File: config.mk
export PLATFORM = sky130hd
export DESIGN_NAME = swsd_ctrl
export DESIGN_NICKNAME = d
export VERILOG_FILES = /design/src/hdl/swsd_pkg.sv /design/src/hdl/swsd_ctrl.sv
export SDC_FILE = /design/constraint.sdc
export NUM_CORES = 1
export LEC_CHECK = 0
export BUFFER_PORTS_ARGS = -buffer_cell sky130_fd_sc_hd__buf_2
export CAP_MARGIN = 15
export CORE_MARGIN = 8
export CORE_UTILIZATION = 35
export CTS_BUF_LIST = sky130_fd_sc_hd__clkbuf_8
export DETAILED_ROUTE_END_ITERATION = 16
export GPL_TIMING_DRIVEN = 0
export PLACE_DENSITY_LB_ADDON = 0.12
export SETUP_SLACK_MARGIN = 0.4
export SLEW_MARGIN = 15
export SYNTH_ARGS = -nofsm -noshare
export SYNTH_HDL_FRONTEND = slang
export SYNTH_SLANG_ARGS = --single-unit
File: constraint.sdc
create_clock -name clk -period 2.4 [get_ports clk]
set_input_delay 0.72 -clock clk [delete_from_list [all_inputs] [get_ports clk]]
set_output_delay 0.72 -clock clk [all_outputs]
set_load 0.01 [all_outputs]
File: src/hdl/swsd_pkg.sv
package swsd_pkg;

	// default sizes handed down from the top level
	localparam int WINDOW_MAX_DEF  = 1024;
	localparam int SAMPLE_BITS_DEF = 16;

	// fixed field widths
	localparam int SAMPLE_W   = 16;
	localparam int FILL_W     = 11;
	localparam int LEN_W      = 11;
	localparam int K_W        = 6;
	localparam int CFG_IDX_W  = 2;
	localparam int CFG_DATA_W = 11;

	// register indexes
	localparam logic [CFG_IDX_W-1:0] REG_WINDOW_LEN = 2'd0;
	localparam logic [CFG_IDX_W-1:0] REG_MIN_COUNT  = 2'd1;
	localparam logic [CFG_IDX_W-1:0] REG_K_QUARTERS = 2'd2;

	// register reset values
	localparam logic [LEN_W-1:0] WINDOW_LEN_RST = 11'd1000;
	localparam logic [LEN_W-1:0] MIN_COUNT_RST  = 11'd100;
	localparam logic [K_W-1:0]   K_QUARTERS_RST = 6'd6;

	// shared multiplier slices its operands into chunks of this width
	localparam int MUL_CHUNK = 32;

	// products formed on the shared multiplier
	localparam int MUL_SEL_W = 2;
	localparam logic [MUL_SEL_W-1:0] MUL_DSQ = 2'd0;
	localparam logic [MUL_SEL_W-1:0] MUL_SSQ = 2'd1;
	localparam logic [MUL_SEL_W-1:0] MUL_NQ  = 2'd2;
	localparam logic [MUL_SEL_W-1:0] MUL_RHS = 2'd3;

	typedef struct packed {
		logic                 load_x;
		logic                 rd_oldest;
		logic                 drop;
		logic                 write_new;
		logic                 calc_nx;
		logic                 calc_d;
		logic                 mul_start;
		logic [MUL_SEL_W-1:0] mul_sel;
		logic                 calc_var;
		logic                 calc_spike;
		logic                 load_res;
	} swsd_cmd_t;

	typedef struct packed {
		logic need_drop;
		logic pass;
		logic mul_done;
		logic res_full;
	} swsd_sts_t;

endpackage

File: src/hdl/swsd_ctrl.sv
module swsd_ctrl (
	input  logic                clk,
	input  logic                arst_n,
	input  logic                in_valid,
	output logic                in_ready,
	input  swsd_pkg::swsd_sts_t sts,
	output swsd_pkg::swsd_cmd_t cmd
);
	import swsd_pkg::*;

	localparam logic [3:0] ST_IDLE  = 4'd0;
	localparam logic [3:0] ST_CHECK = 4'd1;
	localparam logic [3:0] ST_DROP  = 4'd2;
	localparam logic [3:0] ST_WRITE = 4'd3;
	localparam logic [3:0] ST_NX    = 4'd4;
	localparam logic [3:0] ST_TEST  = 4'd5;
	localparam logic [3:0] ST_W_DSQ = 4'd6;
	localparam logic [3:0] ST_W_SSQ = 4'd7;
	localparam logic [3:0] ST_W_NQ  = 4'd8;
	localparam logic [3:0] ST_VAR   = 4'd9;
	localparam logic [3:0] ST_M_RHS = 4'd10;
	localparam logic [3:0] ST_W_RHS = 4'd11;
	localparam logic [3:0] ST_CMP   = 4'd12;
	localparam logic [3:0] ST_DONE  = 4'd13;

	logic [3:0] state_q;
	logic [3:0] state_d;

	always_comb begin
		state_d  = state_q;
		cmd      = '0;
		in_ready = 1'b0;
		case (state_q)
			ST_IDLE: begin
				in_ready = 1'b1;
				if (in_valid) begin
					cmd.load_x = 1'b1;
					state_d    = ST_CHECK;
				end
			end
			ST_CHECK: begin
				// drop oldest samples until there is room for the new one
				if (sts.need_drop) begin
					cmd.rd_oldest = 1'b1;
					state_d       = ST_DROP;
				end else begin
					state_d = ST_WRITE;
				end
			end
			ST_DROP: begin
				cmd.drop = 1'b1;
				state_d  = ST_CHECK;
			end
			ST_WRITE: begin
				cmd.write_new = 1'b1;
				state_d       = ST_NX;
			end
			ST_NX: begin
				cmd.calc_nx = 1'b1;
				state_d     = ST_TEST;
			end
			ST_TEST: begin
				cmd.calc_d = 1'b1;
				if (sts.pass) begin
					cmd.mul_start = 1'b1;
					cmd.mul_sel   = MUL_DSQ;
					state_d       = ST_W_DSQ;
				end else begin
					state_d = ST_DONE;
				end
			end
			ST_W_DSQ: begin
				if (sts.mul_done) begin
					cmd.mul_start = 1'b1;
					cmd.mul_sel   = MUL_SSQ;
					state_d       = ST_W_SSQ;
				end
			end
			ST_W_SSQ: begin
				if (sts.mul_done) begin
					cmd.mul_start = 1'b1;
					cmd.mul_sel   = MUL_NQ;
					state_d       = ST_W_NQ;
				end
			end
			ST_W_NQ: begin
				if (sts.mul_done) begin
					state_d = ST_VAR;
				end
			end
			ST_VAR: begin
				cmd.calc_var = 1'b1;
				state_d      = ST_M_RHS;
			end
			ST_M_RHS: begin
				cmd.mul_start = 1'b1;
				cmd.mul_sel   = MUL_RHS;
				state_d       = ST_W_RHS;
			end
			ST_W_RHS: begin
				if (sts.mul_done) begin
					state_d = ST_CMP;
				end
			end
			ST_CMP: begin
				cmd.calc_spike = 1'b1;
				state_d        = ST_DONE;
			end
			ST_DONE: begin
				if (!sts.res_full) begin
					cmd.load_res = 1'b1;
					state_d      = ST_IDLE;
				end
			end
			default: begin
				state_d = ST_IDLE;
			end
		endcase
	end

	always_ff @(posedge clk or negedge arst_n) begin
		if (!arst_n) begin
			state_q <= ST_IDLE;
		end else begin
			state_q <= state_d;
		end
	end

endmodule

== After elaboration in Yosys (flattened, before gate mapping) ==
Index checks and enable logic that the tools add are counted.

* Mux-type cells: 26
* Eq/ne operators: 19
* Reductions and logical operators: 2

{| class="wikitable"
|+ Operators with widths
! kind !! number
|-
| 4-bit case mux with 14 select lines || 1
|-
| 4-bit 2-to-1 mux || 7
|-
| 4-bit equality test, second input constant || 6
|-
| 4-bit by 3-bit equality test with 1-bit output, second input constant || 4
|-
| 1-bit 2-to-1 mux || 14
|-
| 2-bit inequality test, second input constant || 6
|-
| 3-bit case mux with 4 select lines || 1
|-
| 3-bit 2-to-1 mux || 3
|-
| 4-bit by 2-bit equality test with 1-bit output, second input constant || 2
|-
| 6-bit AND reduction || 1
|-
| 4-bit by 1-bit equality test with 1-bit output, second input constant || 1
|-
| 4-bit zero test || 1
|}

* Bits in registers: 4
* Word-level logic and storage cells: 48

== Longest topological paths before layout ==
Gate-level depths: netlist (run 1).

* Word-level depth: 3
* Gate-level depth with buffers: 6
* Mapped depth without buffers: 4

== Least setup slack after synthesis (run 1) ==
Ideal clock, no wire load.

* Kind: register -> output
* Start point: reg state_q[3]
* End point: out cmd[11] (netlist bit)
* Data required time: 1680 ps
* Stages on the path, launching flop included: 6
* Path buffers: 2
* Setup slack: 344 ps
* Data arrival time: 1336 ps
* Cells stage by stage: dfrtp_1 -> buf_6 -> or2_1 -> buf_6 -> nor3_1 -> and2_1

{| class="wikitable"
|+ RTL lines
! element !! line !! text
|-
| start: declaration || swsd_ctrl.sv:26 || <nowiki>logic [3:0] state_q;</nowiki>
|-
| start signal: assignment || swsd_ctrl.sv:125 || <nowiki>state_q <= state_d;</nowiki>
|-
| end: declaration || swsd_ctrl.sv:7 || <nowiki>output swsd_pkg::swsd_cmd_t cmd</nowiki>
|}

==> summary.md, run 1 <==
| Metric | Value |
|---|---|
| Util after Layout | `70.1%` |
| Arrival time worst endpoint | `1.39 ns` |
| Startpoint Class | `flip-flop` |
| Post-synth EDFFs | `0` |
| ANT nets after route | `0` |
| Post-route insts no fill | `roughly 120` |
| Die area | `~0.0027 sq mm` |
| Gr usage total | `10.5%` |
| Root buf cell | `clkbuf_8` |
| Slew Limit Fails | `0` |
| VDD IR max | `around 1.0 mV` |
| Rel. slew slack | `80.6%` |
| CTS tree | `built` |
| CP max FO | `5` |
| Worst EP required | `1.68 ns` |
| Worst-Skew Late Latency | `0.21 ns` |
| Sequential share of the synthesized area | `21.6%` |
| Largest register by flop count | `state_q` |
| Syn Nets | `71` |
| Share of layout cells above drive strength 1 | `between 60% and 70%` |
| Largest net degree at the start of global routing | `11` |
| Io pins | `20` |
| Tightest Pin Transition | `0.289 ns` |
| Vias per inst | `5.19` |
| Syn. warnings | `0` |
| Critical Path Sink Type | `primary output` |
| Iter 0 DRT Violations | `19` |
| Num Clock Sinks | `4` |
| Post-route cell area | `about 890 sq um` |
| Worst Setup SP | `state_q[3]` |
| DRC viols | `0` |
| N_diodes | `0` |
| Power per Cell Area | `1450 mW/mm^2` |
| Count of hold-fix buffers inserted at cts | `0` |
| Period utilization | `88.0%` |
| DP HPWL | `988 um` |
| FF-to-FF Start | `state_q[3]` |
| Initial core utilization | `36.6%` |
| Post-synth ARST share | `between 90% and 100%` |
| # Max-Cap Violations | `0` |
| Clock skew | `0.00228 ns` |
| Setup tns final | `0 ns` |
| Routed WL | `roughly 1600 um` |
| Global route overflow | `0` |
| Initial antenna violation count | `0` |
| Syn avg cell area | `slightly above 7 sq um` |
| Total Power | `about 1.3 mW` |
| Number of I/O port buffers | `19` |
| Distinct cells, synth | `29` |
| Period minus WS final | `2.11 ns` |
| WL per Instance | `13.8 um` |
| TritonCTS buffer count | `3` |
| Maximum clock frequency | `473 MHz` |
| Status | `finished clean` |
| Final hold vios | `0` |
| Die X | `52.4 um` |
| #FFs+latches synth | `4` |
| Max reg flops | `4` |
| RSZ-0062 raised after global routing | `true` |
| Synthesized cell area | `464 sq um` |
| Worst hold path type | `primary input to async pin` |
| # rows | `13` |
| Setup violators final | `0` |
| DP Cell Count | `98` |
| Vias in the first global route | `543` |
| Main synth FF type | `dfrtp_1` |
| CORE AREA | `0.00127 sq mm` |
| Area growth, synth to finish | `91.6%` |
| First-pass DRT Iterations | `4` |
| Dpl cell area | `583 sq um` |
| Crit path kind | `flip-flop to primary output` |
| Htree depth | `1` |
| Die height | `52.4 um` |
| Via count | `612` |
| Clk pin slew, worst setup/hold paths | `0.03 ns` |
| Final net count | `112` |
| CTS Buffer Depth | `2` |
| Cell count after synthesis | `64` |
| P_leak | `0.457 nW` |
| First-pass GRT wire length | `2260 um` |
| Top Registers | `state_q x4` |
| Routability Congestion | `between 0.8 and 0.9` |
==> metrics by stage <==
| stage | hold WS [ns] | setup slack (ns) |
|---|---|---|
| floorplan | 0.424 | 0.445 |
| global placement | 0.525 | 0.196 |
| detailed placement | 0.527 | 0.220 |
| CTS | 0.300 | 0.263 |
| global route | 0.298 | 0.205 |
| finish | 0.304 | 0.287 |
==> worst paths after layout <==
| check | slack [ns] | cells after the start | end |
|---|---|---|---|
| max | 0.29 | 6 | cmd[10] |
| min | 0.30 | 1 | state_q[2] |
| max reg2reg | 0.35 | 8 | state_q[1] |
| min reg2reg | 0.71 | 3 | state_q[3] |
| max in group asynchronous | 1.98 | 1 | state_q[0] |
| min in group clk | 0.71 | 3 | state_q[3] |
==> what timing repair did <==
action / 4_1_cts / 5_1_grt
endpoints found under the setup margin: 13 / 13
setup buffers: 2 / 15
pin swaps: 1 / 7
cloned: 0 / 0
gates resized for setup: 13 / 28
==> kinds of logic after synthesis <==
| group | after synthesis | synth area share [%] |
|---|---|---|
| muxes | 3 | 7.55 |
| and+or+nand+nor | 28 | 30.7 |
| AOI/OAI and AO/OA | 18 | 27.8 |
| DFF | 4 | 21.6 |
| buffers and inverters | 11 | 12.4 |
==> per-layer routing <==
metal  up-vias  global-route usage (%)  wire length, um
li1        306                       -                -
met1       286                    12.8              734
met2        20                    17.0              819
met3         0                    2.84               80
met4         0                    3.88                0
met5         -                       0                0
==> area by class of cell <==
cell class	instances	area, sq um
Inverter	4	15.0
Buffer	7	86.3
Tap cell	15	18.8
Timing Repair Buffer	36	245
Fill cell	98	379
Clock buffer	3	41.3
Sequential cell	4	100
Multi-Input combinational cell	49	383
==> synthesized netlist by cell type (2+ instances only) <==
library cell	count	area, sq um
dfrtp_1	4	100
and2_1	2	12.5
a21oi_1	6	30.0
clkbuf_1	3	11.3
nor2_1	5	18.8
nand2_1	7	26.3
buf_6	2	22.5
inv_1	4	15.0
o21ai_0	3	15.0
mux2i_1	2	20.0
nand3_1	3	15.0
nand2b_1	2	12.5
nor3_1	5	25.0
==> critical path, stage by stage, from the launching register on <==
cell and delay (ns):
dfrtp_1 0.36, buf_6 0.12, or2_1 0.21, buf_6 0.13
buf_12 0.12, nor3_4 0.09, buf_2 0.14
==> cells in the final DEF, fill, tap and decap left out, types with 2 or more instances in the layout <==
master,synthesis,routed
buf_8,0,2
a21oi_1,6,5
nand3_1,3,2
buf_4,0,15
inv_1,4,3
buf_6,2,7
buf_2,1,18
nor3_4,0,2
mux2i_1,2,2
o21ai_1,0,2
nor3_2,0,2
nor2_1,5,3
clkbuf_8,0,3
nand2_1,7,5
and2_1,2,2
dfrtp_1,4,4
==> power breakdown <==
group          internal, mW  switching (mW)
clock network         0.107          0.0309
registers             0.102          0.0198
logic                 0.543           0.487
total                 0.751           0.538
Note: power is estimated with default switching activity, not from simulation.
==> run 2, diff against run 1 <==
--- a/config.mk
+++ b/config.mk
@@ -14,6 +14,7 @@
 export GPL_TIMING_DRIVEN = 0
 export PLACE_DENSITY_LB_ADDON = 0.12
 export SETUP_SLACK_MARGIN = 0.4
+export SKIP_CTS_REPAIR_TIMING = 1
 export SLEW_MARGIN = 15
 export SYNTH_ARGS = -nofsm -noshare
 export SYNTH_HDL_FRONTEND = slang
==> constraint.sdc (replaced) <==
create_clock -name clk -period 2.1 [get_ports clk]
set_input_delay 0.63 -clock clk [delete_from_list [all_inputs] [get_ports clk]]
set_output_delay 0.63 -clock clk [all_outputs]
set_load 0.01 [all_outputs]
==> run 2 against run 1 <==
Sequential power is 9.8% higher. Combinational power fell by 5%. Clock power increased by 15%. First-iteration DRC count shrank 21%. Global-route usage is 0.34 points lower. Wire length down 11%. Critical path depth stayed put. Register-to-register slack worse by 0.17 ns. Count of clock-buffer cells in the layout unchanged. Power decreased by 1.8%. Via count shrank 3.4%. Cell count decreased by 7.6%. Critical path type unchanged. Highest routed layer unchanged.
==> summary.md, run 2 (synthesized netlist as in run 1, its figures left out) <==
| Metric | Value |
|---|---|
| Status | `finished clean` |
| DP Worst Slack | `0.224 ns (+0.00406 ns)` |
| Htree depth | `1 (unchanged)` |
| Critical Path Max Stage Delay | `0.36 ns (about the same)` |
| Via count | `591 (-3.4%)` |
| Levels on crit path | `6 (unchanged)` |
| Clock Power Share | `12.5% (+1.8 points)` |
| Max reg flops | `4 (unchanged)` |
| # Max-Cap Violations | `0 (unchanged)` |
| Largest net degree at the start of global routing | `11 (unchanged)` |
| DP Cell Count | `98 (unchanged)` |
| Final hold vios | `0 (unchanged)` |
| Most common cell after layout, fill and taps aside | `buf_2` |
| Seq pwr share | `10.6% (+1.2 points)` |
| Clk pin slew, worst setup/hold paths | `0.03 ns (about the same)` |
| Post-route insts no fill | `109 (-7.6%)` |
| Die height | `52.4 um (unchanged)` |
| Slew Limit Fails | `0 (unchanged)` |
| Clock skew | `0.00274 ns (+0.000459 ns)` |
| Setup ws final | `0.0591 ns (-0.228 ns)` |
| N_diodes | `0 (unchanged)` |
| CORE AREA | `0.00127 sq mm (unchanged)` |
| Die X | `52.4 um (unchanged)` |
| TritonCTS buffer count | `3 (unchanged)` |
| CP max FO | `8 (+3)` |
| Root buf cell | `clkbuf_8` |
| P_leak | `0.395 nW (-13%)` |
| Worst EP required | `1.47 ns (-0.21 ns)` |
| Slowest stage cell on the critical path | `dfrtp_1` |
| Pint | `0.725 mW (-3.5%)` |
| Worst-Skew Late Latency | `0.22 ns (about the same)` |
| WL per Instance | `13.4 um (-3.5%)` |
| Worst Setup SP | `state_q[3]` |
| Setup violators final | `0 (unchanged)` |
| Period minus WS final | `2.04 ns` |
| Switching Fraction | `42.8% (+1.0 points)` |
| Most Frequent Cell on Critical Path | `buf_6` |
| Rel. slew slack | `82.4% (+1.8 points)` |
| Final net count | `103 (-8.0%)` |
| Startpoint Class | `flip-flop` |
| Vias in the first global route | `512 (-5.7%)` |
| Routed WL | `1460 um (-11%)` |
| Power per Cell Area | `1610 mW/mm^2 (+11%)` |
| # rows | `13 (unchanged)` |
| RSZ-0062 raised after global routing | `true` |
| Register-to-Register Path Depth | `7 (-1)` |
| Top Registers | `state_q x4` |
| First-pass DRT Iterations | `5 (+1)` |
| Initial antenna violation count | `0 (unchanged)` |
| Cell-by-cell trace of the critical path | `buf_6 > or2_1 > buf_6 > buf_12 > nor3_2 > buf_2` |
| Num Clock Sinks | `4 (unchanged)` |
| DRC viols | `0 (unchanged)` |
| Maximum clock frequency | `490 MHz` |
| CTS Buffer Depth | `2 (unchanged)` |
| Period utilization | `between 90 and 100%` |
| DP HPWL | `1010 um (+2.6%)` |
| Critical Path Sink Type | `primary output` |
| Worst hold path type | `primary input to async pin` |
| R2r endpoint | `state_q[1]` |
| CP Buf/Inv Count | `4 (unchanged)` |
| Reg2Reg Setup Slack | `0.18 ns (-0.17 ns)` |
| Die area | `0.00275 sq mm (unchanged)` |
| First-pass GRT wire length | `2180 um (-3.7%)` |
| Initial core utilization | `36.6% (unchanged)` |
| Crit path capture | `cmd[10]` |
| VDD IR max | `0.839 mV (-20%)` |
| Arrival time worst endpoint | `1.41 ns (+0.02 ns)` |
| Sw Pwr | `0.541 mW (+0.61%)` |
| Iter 0 DRT Violations | `15 (-4)` |
| Io pins | `20 (unchanged)` |
| Crit path kind | `flip-flop to primary output` |
| Routability Congestion | `0.836 (-2.0%)` |
| Comb pwr share | `77.0% (-2.9 points)` |
| Top delay family on crit path | `buffers and inverters` |
| Tightest Pin Transition | `0.263 ns (-0.0263 ns)` |
| Most frequent cells in the layout | `17 x buf_2, 8 x buf_4, 7 x buf_6` |
| Largest register by flop count | `state_q` |
| Total Power | `1.27 mW (-1.8%)` |
| Number of I/O port buffers | `19 (unchanged)` |
| Gr usage total | `10.2% (-0.34 points)` |
| Share of layout cells above drive strength 1 | `54.3% (-6.9 points)` |
| Area growth, synth to finish | `69.0%` |
| ANT nets after route | `0 (unchanged)` |
| Global route overflow | `0 (unchanged)` |
| FF-to-FF Start | `state_q[3]` |
| CTS tree | `built` |
| Hold slack | `0.211 ns (-0.0933 ns)` |
| Util after Layout | `61.8% (-8.3 points)` |
| Vias per inst | `5.42 (+4.5%)` |
| Filler Cells Inserted | `114 (+16%)` |
==> run 2: worst min-delay path by stage <==
stage                 endpoint  slack, ns  cells after the start
finish              state_q[2]       0.21                      1
global route        state_q[2]       0.21                      1
CTS                 state_q[2]       0.21                      1
detailed placement  state_q[0]       0.44                      1
global placement    state_q[3]       0.43                      1
floorplan           state_q[0]       0.33                      0
==> run 2: area by class of cell <==
cell class	instances	area, sq um	share of cell area, %
well taps	15	18.8	2.39
plain buffers	7	67.6	8.61
repair buffers	27	184	23.4
inverters	4	15.0	1.91
multi-input cells	49	358	45.6
flip-flops and latches	4	100	12.8
clock buffers	3	41.3	5.26
==> run 2: layer usage <==
| metal | wire length (um) | global-route usage, % | vias up |
|---|---|---|---|
| met5 | 0 | 0 | - |
| met4 | 0 | 3.88 | 0 |
| met3 | 81 | 3.41 | 0 |
| met2 | 726 | 15.8 | 18 |
| met1 | 648 | 12.5 | 280 |
| li1 | - | - | 293 |
==> run 2: worst register-to-register path: stages (launching register included) <==
cell	delay, ns
dfrtp_1	0.36
buf_6	0.13
or2_1	0.22
buf_6	0.13
buf_12	0.12
o32a_1	0.29
o22a_4	0.25
mux2_4	0.29
==> run 2: power groups by stage <==
stage                     registers, mW  logic (mW)  clock network, mW
after floorplan                   0.128       0.576                  0
after global placement            0.131       0.748                  0
after detailed placement          0.132       0.743                  0
after CTS                         0.131       0.748              0.163
after global routing              0.140        1.05              0.171
final                             0.134       0.975              0.158
==> run 2: per-stage QoR <==
stage | instance area [sq um] | TNS [ns]
6_report | 785 | 0
5_1_grt | 785 | -0.0177
4_1_cts | 648 | -0.0169
3_5_place_dp | 607 | 0
3_3_place_gp | 607 | 0
2_1_floorplan | 493 | 0
==> run 3, diff against run 2 <==
--- a/config.mk
+++ b/config.mk
@@ -12,10 +12,9 @@
 export CTS_BUF_LIST = sky130_fd_sc_hd__clkbuf_8
 export DETAILED_ROUTE_END_ITERATION = 16
 export GPL_TIMING_DRIVEN = 0
-export PLACE_DENSITY_LB_ADDON = 0.12
 export SETUP_SLACK_MARGIN = 0.4
 export SKIP_CTS_REPAIR_TIMING = 1
-export SLEW_MARGIN = 15
+export SLEW_MARGIN = 0
 export SYNTH_ARGS = -nofsm -noshare
 export SYNTH_HDL_FRONTEND = slang
 export SYNTH_SLANG_ARGS = --single-unit
==> run 3 against run 2 <==
The flow now finishes with violations (negative setup slack). Cell count increased by 7.3%. Die area did not move. Combinational power grew 24%. Critical path depth stayed put. Non-clock buffer count is 8 higher. Clock skew shrank 0.0018 ns. Register-to-register slack got worse by 0.02 ns. Core utilization up 9.3 points. Hold slack better by 0.012 ns. Sequential share of layout area decreased by 1.7 points. Wire length rose by 28%. First-iteration DRC count is 20% higher. Highest routed layer unchanged.
==> summary.md, run 3 (synthesized netlist as in run 1, its figures left out) <==
| Metric | Value |
|---|---|
| Slew Limit Fails | `0 (unchanged)` |
| Root buf cell | `clkbuf_8` |
| TritonCTS buffer count | `3 (unchanged)` |
| Num Clock Sinks | `4 (unchanged)` |
| CP max FO | `8 (unchanged)` |
| Vias per inst | `5.29 (-2.4%)` |
| Routed WL | `1860 um (+28%)` |
| Share of layout cells above drive strength 1 | `65.7% (+11 points)` |
| Slowest stage cell on the critical path | `dfrtp_1` |
| Critical Path Sink Type | `primary output` |
| DRC viols | `0 (unchanged)` |
| Arrival time worst endpoint | `1.48 ns (+0.07 ns)` |
| Max reg flops | `4 (unchanged)` |
| Vias in the first global route | `541 (+5.7%)` |
| Setup violators final | `1 (+1)` |
| Most common cell after layout, fill and taps aside | `buf_2` |
| CP Buf/Inv Count | `3 (-1)` |
| Rel. slew slack | `77.4% (-5.0 points)` |
| Via count | `619 (+4.7%)` |
| Startpoint Class | `flip-flop` |
| Final net count | `111 (+7.8%)` |
| WL per Instance | `15.9 um (+19%)` |
| Worst-Skew Late Latency | `0.22 ns (about the same)` |
| Htree depth | `1 (unchanged)` |
| Setup tns final | `-0.00569 ns (-0.00569 ns)` |
| Io pins | `20 (unchanged)` |
| DP Cell Count | `98 (unchanged)` |
| Total Power | `1.52 mW (+20%)` |
| ANT nets after route | `0 (unchanged)` |
| DP HPWL | `1010 um (-0.47%)` |
| Area growth, synth to finish | `94.3%` |
| Status | `finished, violations left` |
| # rows | `13 (unchanged)` |
| # Max-Cap Violations | `0 (unchanged)` |
| Die area | `0.00275 sq mm (unchanged)` |
| Failing checks | `negative setup slack` |
| CTS Buffer Depth | `2 (unchanged)` |
| Most Frequent Cell on Critical Path | `buf_6` |
| First-pass GRT wire length | `2370 um (+8.5%)` |
| Period minus WS final | `2.11 ns (+0.0648 ns)` |
| Tightest Pin Transition | `0.335 ns (+0.0721 ns)` |
| Top delay family on crit path | `simple AND/OR/NAND/NOR gates` |
| Maximum clock frequency | `475 MHz (-3.1%)` |
| Crit path kind | `flip-flop to primary output` |
| Cell-by-cell trace of the critical path | `buf_6 > or2_1 > buf_6 > nor3_4 > and2_4 > buf_6` |
| Largest net degree at the start of global routing | `11 (unchanged)` |
| VDD IR max | `1.12 mV (+34%)` |
| First-pass DRT Iterations | `4 (-1)` |
| Power per Cell Area | `1680 mW/mm^2 (+4.2%)` |
| Period utilization | `100% (+3.1 points)` |
| Routability Congestion | `0.812 (-2.8%)` |
| Filler Cells Inserted | `106 (-7.0%)` |
| Critical Path Max Stage Delay | `0.36 ns (about the same)` |
| Post-route insts no fill | `117 (+7.3%)` |
| Largest register by flop count | `state_q` |
| Initial core utilization | `36.6% (unchanged)` |
| Top Registers | `state_q x4` |
| CORE AREA | `0.00127 sq mm (unchanged)` |
| Clock skew | `0.000986 ns (-0.00175 ns)` |
| Gr usage total | `10.9% (+0.73 points)` |
| CTS tree | `built` |
| Worst EP required | `1.47 ns (about the same)` |
| N_diodes | `0 (unchanged)` |
| Clk pin slew, worst setup/hold paths | `0.03 ns (about the same)` |
| Number of I/O port buffers | `19 (unchanged)` |
| Die height | `52.4 um (unchanged)` |
| Final hold vios | `0 (unchanged)` |
| Setup ws final | `-0.00569 ns (-0.0648 ns)` |
| P_leak | `0.448 nW (+13%)` |
| Worst hold path type | `primary input to async pin` |
| RSZ-0062 raised after global routing | `true` |
| Most frequent cells in the layout | `17 x buf_2, 15 x buf_4, 7 x buf_6` |
| Global route overflow | `0 (unchanged)` |
| Iter 0 DRT Violations | `18 (+3)` |
| Initial antenna violation count | `0 (unchanged)` |
| Die X | `52.4 um (unchanged)` |
## run 3: cell count changes in the layout (fill, tap and decap cells not counted), moves of 2 or more
cell	before	now
nand2_1	6	4
nor2_2	1	3
buf_8	0	2
buf_4	8	15
## run 3: layer usage
layer	global-route usage, %	share of wire (%)
met1	14.1	44
met2	16.8	50
met3	3.69	5.4
met4	2.59	0
met5	0	0
## run 3: stage by stage
stage	utilization (%)	setup WS, ns	instance area (sq um)	hold slack [ns]
floorplan	-	0.314	493	0.334
global placement	47.8	0.216	607	0.435
detailed placement	47.8	0.236	607	0.436
CTS	51.1	-0.0482	648	0.214
global route	71.1	-0.0577	902	0.216
finish	71.1	-0.00569	902	0.223
## run 3: cell type report
class	instances	area, sq um	area share, %
multi-input cells	49	383	42.4
flip-flops and latches	4	100	11.1
well taps	15	18.8	2.08
repair buffers	35	245	27.2
plain buffers	7	86.3	9.57
clock buffers	3	41.3	4.58
inverters	4	27.5	3.05
## run 3: path summary, 6_finish.rpt
path	startpoint	end	slack [ns]	cells after the start
setup reg to reg	state_q[3]	state_q[1]	0.16	7
max in group asynchronous	arst_n	state_q[1]	1.75	1
min in group clk	state_q[3]	state_q[3]	0.77	3
hold reg to reg	state_q[3]	state_q[3]	0.77	3
setup / recovery	state_q[3]	cmd[11]	-0.006	6
hold / removal	arst_n	state_q[3]	0.22	1
## run 3: where the power goes
part	internal [mW]	switching, mW
Clock	0.122	0.0399
Sequential	0.117	0.0249
Combinational	0.629	0.585
